<file path="src/sv/assert_macros.svh">
// Assertion helpers shared by the RTL files.
// Every macro samples on the rising edge of clk and is disabled while arst_n is low.
`ifndef ASSERT_MACROS_SVH
`define ASSERT_MACROS_SVH

// The consequent must hold in the same cycle as the antecedent.
`define ASSERT_SAME(label, ante, cons) \
	label: assert property (@(posedge clk) disable iff (!arst_n) (ante) |-> (cons)) \
		else $error("same-cycle assertion failed");

// The consequent must hold in the cycle after the antecedent.
`define ASSERT_NEXT(label, ante, cons) \
	label: assert property (@(posedge clk) disable iff (!arst_n) (ante) |=> (cons)) \
		else $error("next-cycle assertion failed");

`endif

</file>
<file path="src/sv/lmkc_pkg.sv">
// ----------------------------------------------------------------------------
// lmkc_pkg
// Types and constants for the keyed device cache that uses
// least-frequently-used replacement.
// ----------------------------------------------------------------------------
`timescale 1ns / 1ps
`default_nettype none

package lmkc_pkg;

	localparam int ENTRIES = 16;
	localparam int IDX_W   = (ENTRIES > 1) ? $clog2(ENTRIES) : 1;
	localparam int ADDR_W  = 48;
	localparam int TIME_W  = 48;
	localparam int STR_W   = 8;
	localparam int CNT_W   = 32;
	localparam int SLOT_W  = 4;

	localparam logic [CNT_W-1:0] COUNT_MAX = {CNT_W{1'b1}};

	typedef struct packed {
		logic        [ADDR_W-1:0] device_address;
		logic signed [STR_W-1:0]  signal_strength;
		logic        [TIME_W-1:0] arrival_time;
	} item_t;

	typedef struct packed {
		logic [SLOT_W-1:0] slot_index;
		logic              was_hit;
		logic              replaced_valid;
		logic [ADDR_W-1:0] evicted_address;
		logic [CNT_W-1:0]  use_count;
	} result_t;

	// One cache line as it sits in the entry memory.
	typedef struct packed {
		logic        [ADDR_W-1:0] key;
		logic signed [STR_W-1:0]  strength;
		logic        [CNT_W-1:0]  count;
		logic        [TIME_W-1:0] stamp;
	} entry_t;

	typedef enum logic [1:0] {
		ST_IDLE,
		ST_SCAN,
		ST_DRAIN,
		ST_WRITE
	} state_t;

endpackage

`default_nettype wire

</file>
<file path="src/sv/lfu_mac_keyed_cache.sv">
// ----------------------------------------------------------------------------
// lfu_mac_keyed_cache
// Fully associative device cache keyed by a 48-bit address, with
// least-frequently-used replacement.
// ----------------------------------------------------------------------------
// Each input beat is one arrival. The block scans all ENTRIES slots of the
// entry memory, one slot per cycle, through one shared compare stage. That
// stage looks for a matching key, the first empty slot and the replacement
// victim: lowest count, then oldest time, then lowest index. An arrival is
// accepted, then the slots are read in turn, then the registered read data
// of the last slot drains, then the slot is written and the result register
// loaded; the write waits while a held result is stalled. The input stalls
// for the whole scan. A finished result waits in its output register while
// the next arrival is scanned. There is no clearing pass after reset: a
// per-slot occupied bit qualifies the hit and empty-slot checks, and the
// victim is used only when every slot is occupied.
`timescale 1ns / 1ps
`default_nettype none
`include "assert_macros.svh"

module lfu_mac_keyed_cache (
	input  wire                    clk,
	input  wire                    arst_n,
	input  wire                    item_valid,
	output logic                   item_stall,
	input  wire lmkc_pkg::item_t   item,
	output logic                   result_valid,
	input  wire                    result_stall,
	output lmkc_pkg::result_t      result
);
	import lmkc_pkg::*;

	entry_t entry_mem [ENTRIES];

	state_t             state_q, state_d;
	logic [IDX_W-1:0]   rd_idx_q;
	logic               vld_s1;
	logic [IDX_W-1:0]   idx_s1;
	entry_t             ent_s1;
	logic [ENTRIES-1:0] occ_q;
	item_t              item_q;

	logic               hit_q;
	logic [IDX_W-1:0]   hit_idx_q;
	logic [CNT_W-1:0]   hit_cnt_q;
	logic               empty_q;
	logic [IDX_W-1:0]   empty_idx_q;
	logic [IDX_W-1:0]   vic_idx_q;
	logic [CNT_W-1:0]   vic_cnt_q;
	logic [TIME_W-1:0]  vic_time_q;
	logic [ADDR_W-1:0]  vic_key_q;

	result_t            result_q;
	logic               result_valid_q;

	logic               accept;
	logic               issue;
	logic               wr_go;
	logic               last_idx;
	logic               slot_occ;
	logic               key_match;
	logic               vic_take;
	logic [IDX_W-1:0]   wr_idx;
	logic [CNT_W-1:0]   new_cnt;
	entry_t             wr_ent;
	logic               replace;

	assign accept   = item_valid && !item_stall;
	assign last_idx = (rd_idx_q == IDX_W'(ENTRIES - 1));

	// Sequencer: next state and the strobes for reading and writing.
	always_comb begin
		state_d    = state_q;
		item_stall = 1'b1;
		issue      = 1'b0;
		wr_go      = 1'b0;
		unique case (state_q)
			ST_IDLE: begin
				item_stall = 1'b0;
				if (item_valid) state_d = ST_SCAN;
			end
			ST_SCAN: begin
				issue = 1'b1;
				if (last_idx) state_d = ST_DRAIN;
			end
			ST_DRAIN: begin
				state_d = ST_WRITE;
			end
			ST_WRITE: begin
				if (!result_valid_q || !result_stall) begin
					wr_go   = 1'b1;
					state_d = ST_IDLE;
				end
			end
		endcase
	end

	always_ff @(posedge clk or negedge arst_n) begin
		if (!arst_n) begin
			state_q  <= ST_IDLE;
			rd_idx_q <= '0;
			vld_s1   <= 1'b0;
			idx_s1   <= '0;
		end else begin
			state_q <= state_d;
			vld_s1  <= issue;
			idx_s1  <= rd_idx_q;
			if (accept) rd_idx_q <= '0;
			else if (issue) rd_idx_q <= rd_idx_q + 1'b1;
		end
	end

	// Entry memory: one write port and one registered read port.
	always_ff @(posedge clk) begin
		if (wr_go) entry_mem[wr_idx] <= wr_ent;
		ent_s1 <= entry_mem[rd_idx_q];
	end

	// Shared compare stage, which looks at one slot per cycle.
	assign slot_occ  = occ_q[idx_s1];
	assign key_match = (ent_s1.key == item_q.device_address);
	assign vic_take  = (idx_s1 == '0) || (ent_s1.count < vic_cnt_q) ||
		((ent_s1.count == vic_cnt_q) && (ent_s1.stamp < vic_time_q));

	always_ff @(posedge clk or negedge arst_n) begin
		if (!arst_n) begin
			hit_q   <= 1'b0;
			empty_q <= 1'b0;
		end else if (accept) begin
			hit_q   <= 1'b0;
			empty_q <= 1'b0;
		end else if (vld_s1) begin
			if (slot_occ && key_match && !hit_q) hit_q <= 1'b1;
			if (!slot_occ && !empty_q) empty_q <= 1'b1;
		end
	end

	always_ff @(posedge clk) begin
		if (accept) item_q <= item;
		if (vld_s1) begin
			if (slot_occ && key_match && !hit_q) begin
				hit_idx_q <= idx_s1;
				hit_cnt_q <= ent_s1.count;
			end
			if (!slot_occ && !empty_q) empty_idx_q <= idx_s1;
			if (vic_take) begin
				vic_idx_q  <= idx_s1;
				vic_cnt_q  <= ent_s1.count;
				vic_time_q <= ent_s1.stamp;
				vic_key_q  <= ent_s1.key;
			end
		end
	end

	// Choose the slot to write and build the updated entry.
	assign replace = !hit_q && !empty_q;

	always_comb begin
		if (hit_q) wr_idx = hit_idx_q;
		else if (empty_q) wr_idx = empty_idx_q;
		else wr_idx = vic_idx_q;

		if (!hit_q) new_cnt = CNT_W'(1);
		else if (hit_cnt_q == COUNT_MAX) new_cnt = COUNT_MAX;
		else new_cnt = hit_cnt_q + 1'b1;

		wr_ent.key      = item_q.device_address;
		wr_ent.strength = item_q.signal_strength;
		wr_ent.count    = new_cnt;
		wr_ent.stamp    = item_q.arrival_time;
	end

	always_ff @(posedge clk or negedge arst_n) begin
		if (!arst_n) begin
			occ_q          <= '0;
			result_valid_q <= 1'b0;
		end else begin
			if (wr_go) occ_q[wr_idx] <= 1'b1;
			if (wr_go) result_valid_q <= 1'b1;
			else if (!result_stall) result_valid_q <= 1'b0;
		end
	end

	always_ff @(posedge clk) begin
		if (wr_go) begin
			result_q.slot_index      <= SLOT_W'(wr_idx);
			result_q.was_hit         <= hit_q;
			result_q.replaced_valid  <= replace;
			result_q.evicted_address <= replace ? vic_key_q : '0;
			result_q.use_count       <= new_cnt;
		end
	end

	assign result_valid = result_valid_q;
	assign result       = result_q;

	`ASSERT_NEXT(a_accept_starts_scan, accept, (state_q == ST_SCAN) && (rd_idx_q == '0))
	`ASSERT_SAME(a_hit_not_replaced, result_valid_q,
		!(result_q.was_hit && result_q.replaced_valid))
	`ASSERT_SAME(a_count_nonzero, result_valid_q, result_q.use_count != '0)
	`ASSERT_SAME(a_replace_only_full, wr_go && replace, &occ_q)

endmodule

`default_nettype wire
</file>
<file path="config.mk">
export PLATFORM = sky130hd
export DESIGN_NAME = lfu_mac_keyed_cache
export DESIGN_NICKNAME = d
export VERILOG_FILES = /design/src/sv/lmkc_pkg.sv /design/src/sv/lfu_mac_keyed_cache.sv
export VERILOG_INCLUDE_DIRS = /design/src /design/src/sv
export SDC_FILE = /design/constraint.sdc
export NUM_CORES = 2
export LEC_CHECK = 0
export BUFFER_PORTS_ARGS = -buffer_cell sky130_fd_sc_hd__buf_2
export CORE_ASPECT_RATIO = 0.6
export CORE_UTILIZATION = 60
export CTS_CLUSTER_SIZE = 30
export DETAILED_ROUTE_END_ITERATION = 7
export PLACE_DENSITY = 0.81
export SLEW_MARGIN = 15
export SYNTH_ARGS = -nofsm -noshare
export SYNTH_HDL_FRONTEND = slang
export SYNTH_SLANG_ARGS = --single-unit
export TNS_END_PERCENT = 50
</file>
<file path="constraint.sdc">
create_clock -name clk -period 16.38 [get_ports clk]
set_clock_uncertainty 0.2 [all_clocks]
set_input_delay 0 -clock clk [delete_from_list [all_inputs] [get_ports clk]]
set_output_delay 0 -clock clk [all_outputs]
set_load 0.05 [all_outputs]
</file>
==> metrics <==
share of the synthesized area in the top cell type roughly 76%; register area share after synthesis between 70% and 80%; Ys Warns 0; met1 Usage GRT 40.0%; Initial Util 60.8%; Post-synth EDFFs 2402; Cells after Synth just under 4000; initial drt markers 6736; Place WS ~11000 ps; Congestion Overflow GR 0; met3 usage 7.28%; Chip Height 310 um; vias in the first global route 47100; Critical Path Source Type register; Die Area roughly 0.16 mm2; Antenna diodes 0; Period minus WS final 5950 ps; max frequency 168 MHz; H-tree lvl count 4; I/O pin count around 200; worst path arrival time 6180 ps; final hold viol count 0; Fin Setup TNS 0 ps; wire length of the first global-routing pass 331000 um; number of iterations in the first detailed-routing pass 5; Most Crowded Layer GR met2; vias about 45000; clock sinks 2560; flops & latches, synth 2560; status finished, final reports clean; worst rel slew slack 13.3%; CTS tree built; PwrDens 164 mW/mm2; Critical Path Fanout Max 57; area of the multi-input gates 0.0186 mm2; Routed Antenna Nets 0; top cells by area, synth edfxtp_1 (76%), mux4_2 (15%), dfxtp_1 (2.7%); endpoints failing setup 0; largest net degree at the start of global routing 151; unrepaired setup endpoints after global routing no; initial antenna violation count 9; # Post-CTS Setup Buffers 0; biggest area consumer among synthesized cells edfxtp_1; top-count cell post-synth edfxtp_1; Rows roughly 110; Post-Syn Nets about 4200; Clock Latency Late Sink 850 ps; Synth cell types between 60 and 70; Nets 4686; worst-margin pin slew roughly 1300 ps; Total Routing Usage GR between 20% and 30%; Top FF cell, synth edfxtp_1; DR vias/cell roughly 6.7; Max VDD drop 0.160 mV; Longest Clk Path Bufs 3; core area 0.156 mm2; cts hold-fix bufs 200; Tcrit/Tclk final 36.3%; WL/cell 34.0 um; # port buffers ~190; Synth top cells by count edfxtp_1 (2402), mux4_2 (645), dfxtp_1 (128); max capacitance violation total 0; Chip Width between 500 and 600 um; crit path capture type register; Post-Syn Area per Cell 23.9 um2; final std cells w/o fill 6782; placed cell count 6194; worst setup margin 10430 ps; register area 0.0755 mm2; synthesized cell area 0.0950 mm2; Layout fillers about 8700; Worst Path Required around 17000 ps; Crit Path Class register to register; CTS root buffer clkbuf_16; DRC 0; DP HPWL 108000 um; FFs w/ async S/R, synth 1.17%; TritonCTS Buffers just over 200; GP Congestion roughly 0.75; Leak 33.7 nW; Clk pin slew, worst setup/hold paths ~70 ps; share of layout cells above drive strength 1 27.8%; worst hold path type input pin to register; Slew Viols, Final 0; Resize count post-CTS 0; WL final 231000 um; area delta synth->final 13.3%; met2 usage a little under half
-- sequential cells by signal (all words and copies together) (netlist names), 16 cells and up --
| register | cells |
|---|---|
| entry_mem | 2048 |
| vic_cnt_q | 32 |
| ent_s1 | 128 |
| item_q | 96 |
| hit_cnt_q | 32 |
| vic_time_q | 48 |
| vic_key_q | 48 |
| result | 86 |
| occ_q | 16 |
-- per-stage QoR --
step / instance area, um2 / hold slack [ps] / total power [mW] / util [%]
floorplan: 95000 / -496 / 11.3 / -
global placement: 98600 / -109 / 12.2 / 63.1
detailed placement: 98600 / -82.6 / 12.4 / 63.1
CTS: 108000 / 13.3 / 17.6 / 68.8
global route: 108000 / 65.4 / 18.1 / 68.8
finish: 108000 / 83.8 / 17.6 / 68.8
-- per-layer routing --
metal,up-vias,wire length (um)
li1,17700,-
met1,23500,81600
met2,3404,114000
met3,544,27700
met4,6,7560
met5,-,40
-- worst paths after layout --
check | from | endpoint | slack (ps) | cells past startpoint
max reg2reg | state_q[1]$_DFFE_PN0P_ | entry_mem[3][11]$_DFFE_PP_ | 10430 | 8
max | state_q[1]$_DFFE_PN0P_ | entry_mem[3][11]$_DFFE_PP_ | 10430 | 8
min in group asynchronous | arst_n | state_q[0]$_DFFE_PN0P_ | 630 | 5
min | item_valid | item_q[86]$_DFFE_PP_ | 80 | 4
max in group asynchronous | arst_n | rd_idx_q[2]$_DFFE_PN0P_ | 15130 | 5
min reg2reg | ent_s1[10]$_DFF_P_ | vic_time_q[10]$_DFFE_PP_ | 230 | 0
-- final cells by class --
class / instances / share of cell area (%)
clock inverter: 100 / 1.08
inverter: 93 / 0.327
timing repair buffer: 468 / 3.40
clock buffer: 287 / 5.31
multi-input combinational: 1165 / 17.3
sequential: 2560 / 70.1
tap: 2109 / 2.45
-- power by group --
part	leakage (nW)	switching (mW)	internal, mW
clock network	3.38	2.35	2.80
logic	7.73	2.09	1.64
registers	22.6	0.582	8.16
-- critical path: stages, from the launching register on --
cell and delay (ps):
dfrtp_1 420, ha_1 220, nand2_1 180, inv_4 640, buf_4 700, nand3_1 510, nor2_4 860, buf_4 590
buf_4 930
-- logic make-up after synthesis --
group,share of synthesized area [%]
AND/OR/NAND/NOR,1.52
adder cells (fa/ha/maj),1.13
AO/OA/AOI/OAI,0.726
multiplexers,15.3
buffers and inverters,1.16
XOR/XNOR,0.682
flip-flops,79.4
-- cell usage in the layout (no fill, tap or decap), types with 27 or more instances in the layout --
master	count
inv_1	92
mux4_2	645
clkbuf_8	27
ha_1	86
dfxtp_1	128
clkbuf_16	205
and2_1	51
buf_4	73
clkbuf_1	55
xor2_1	56
clkinv_2	38
edfxtp_1	2402
buf_2	187
nand2_1	41
dlygate4sd3_1	199
a21oi_1	40
Power figures use the tool's default switching activity.
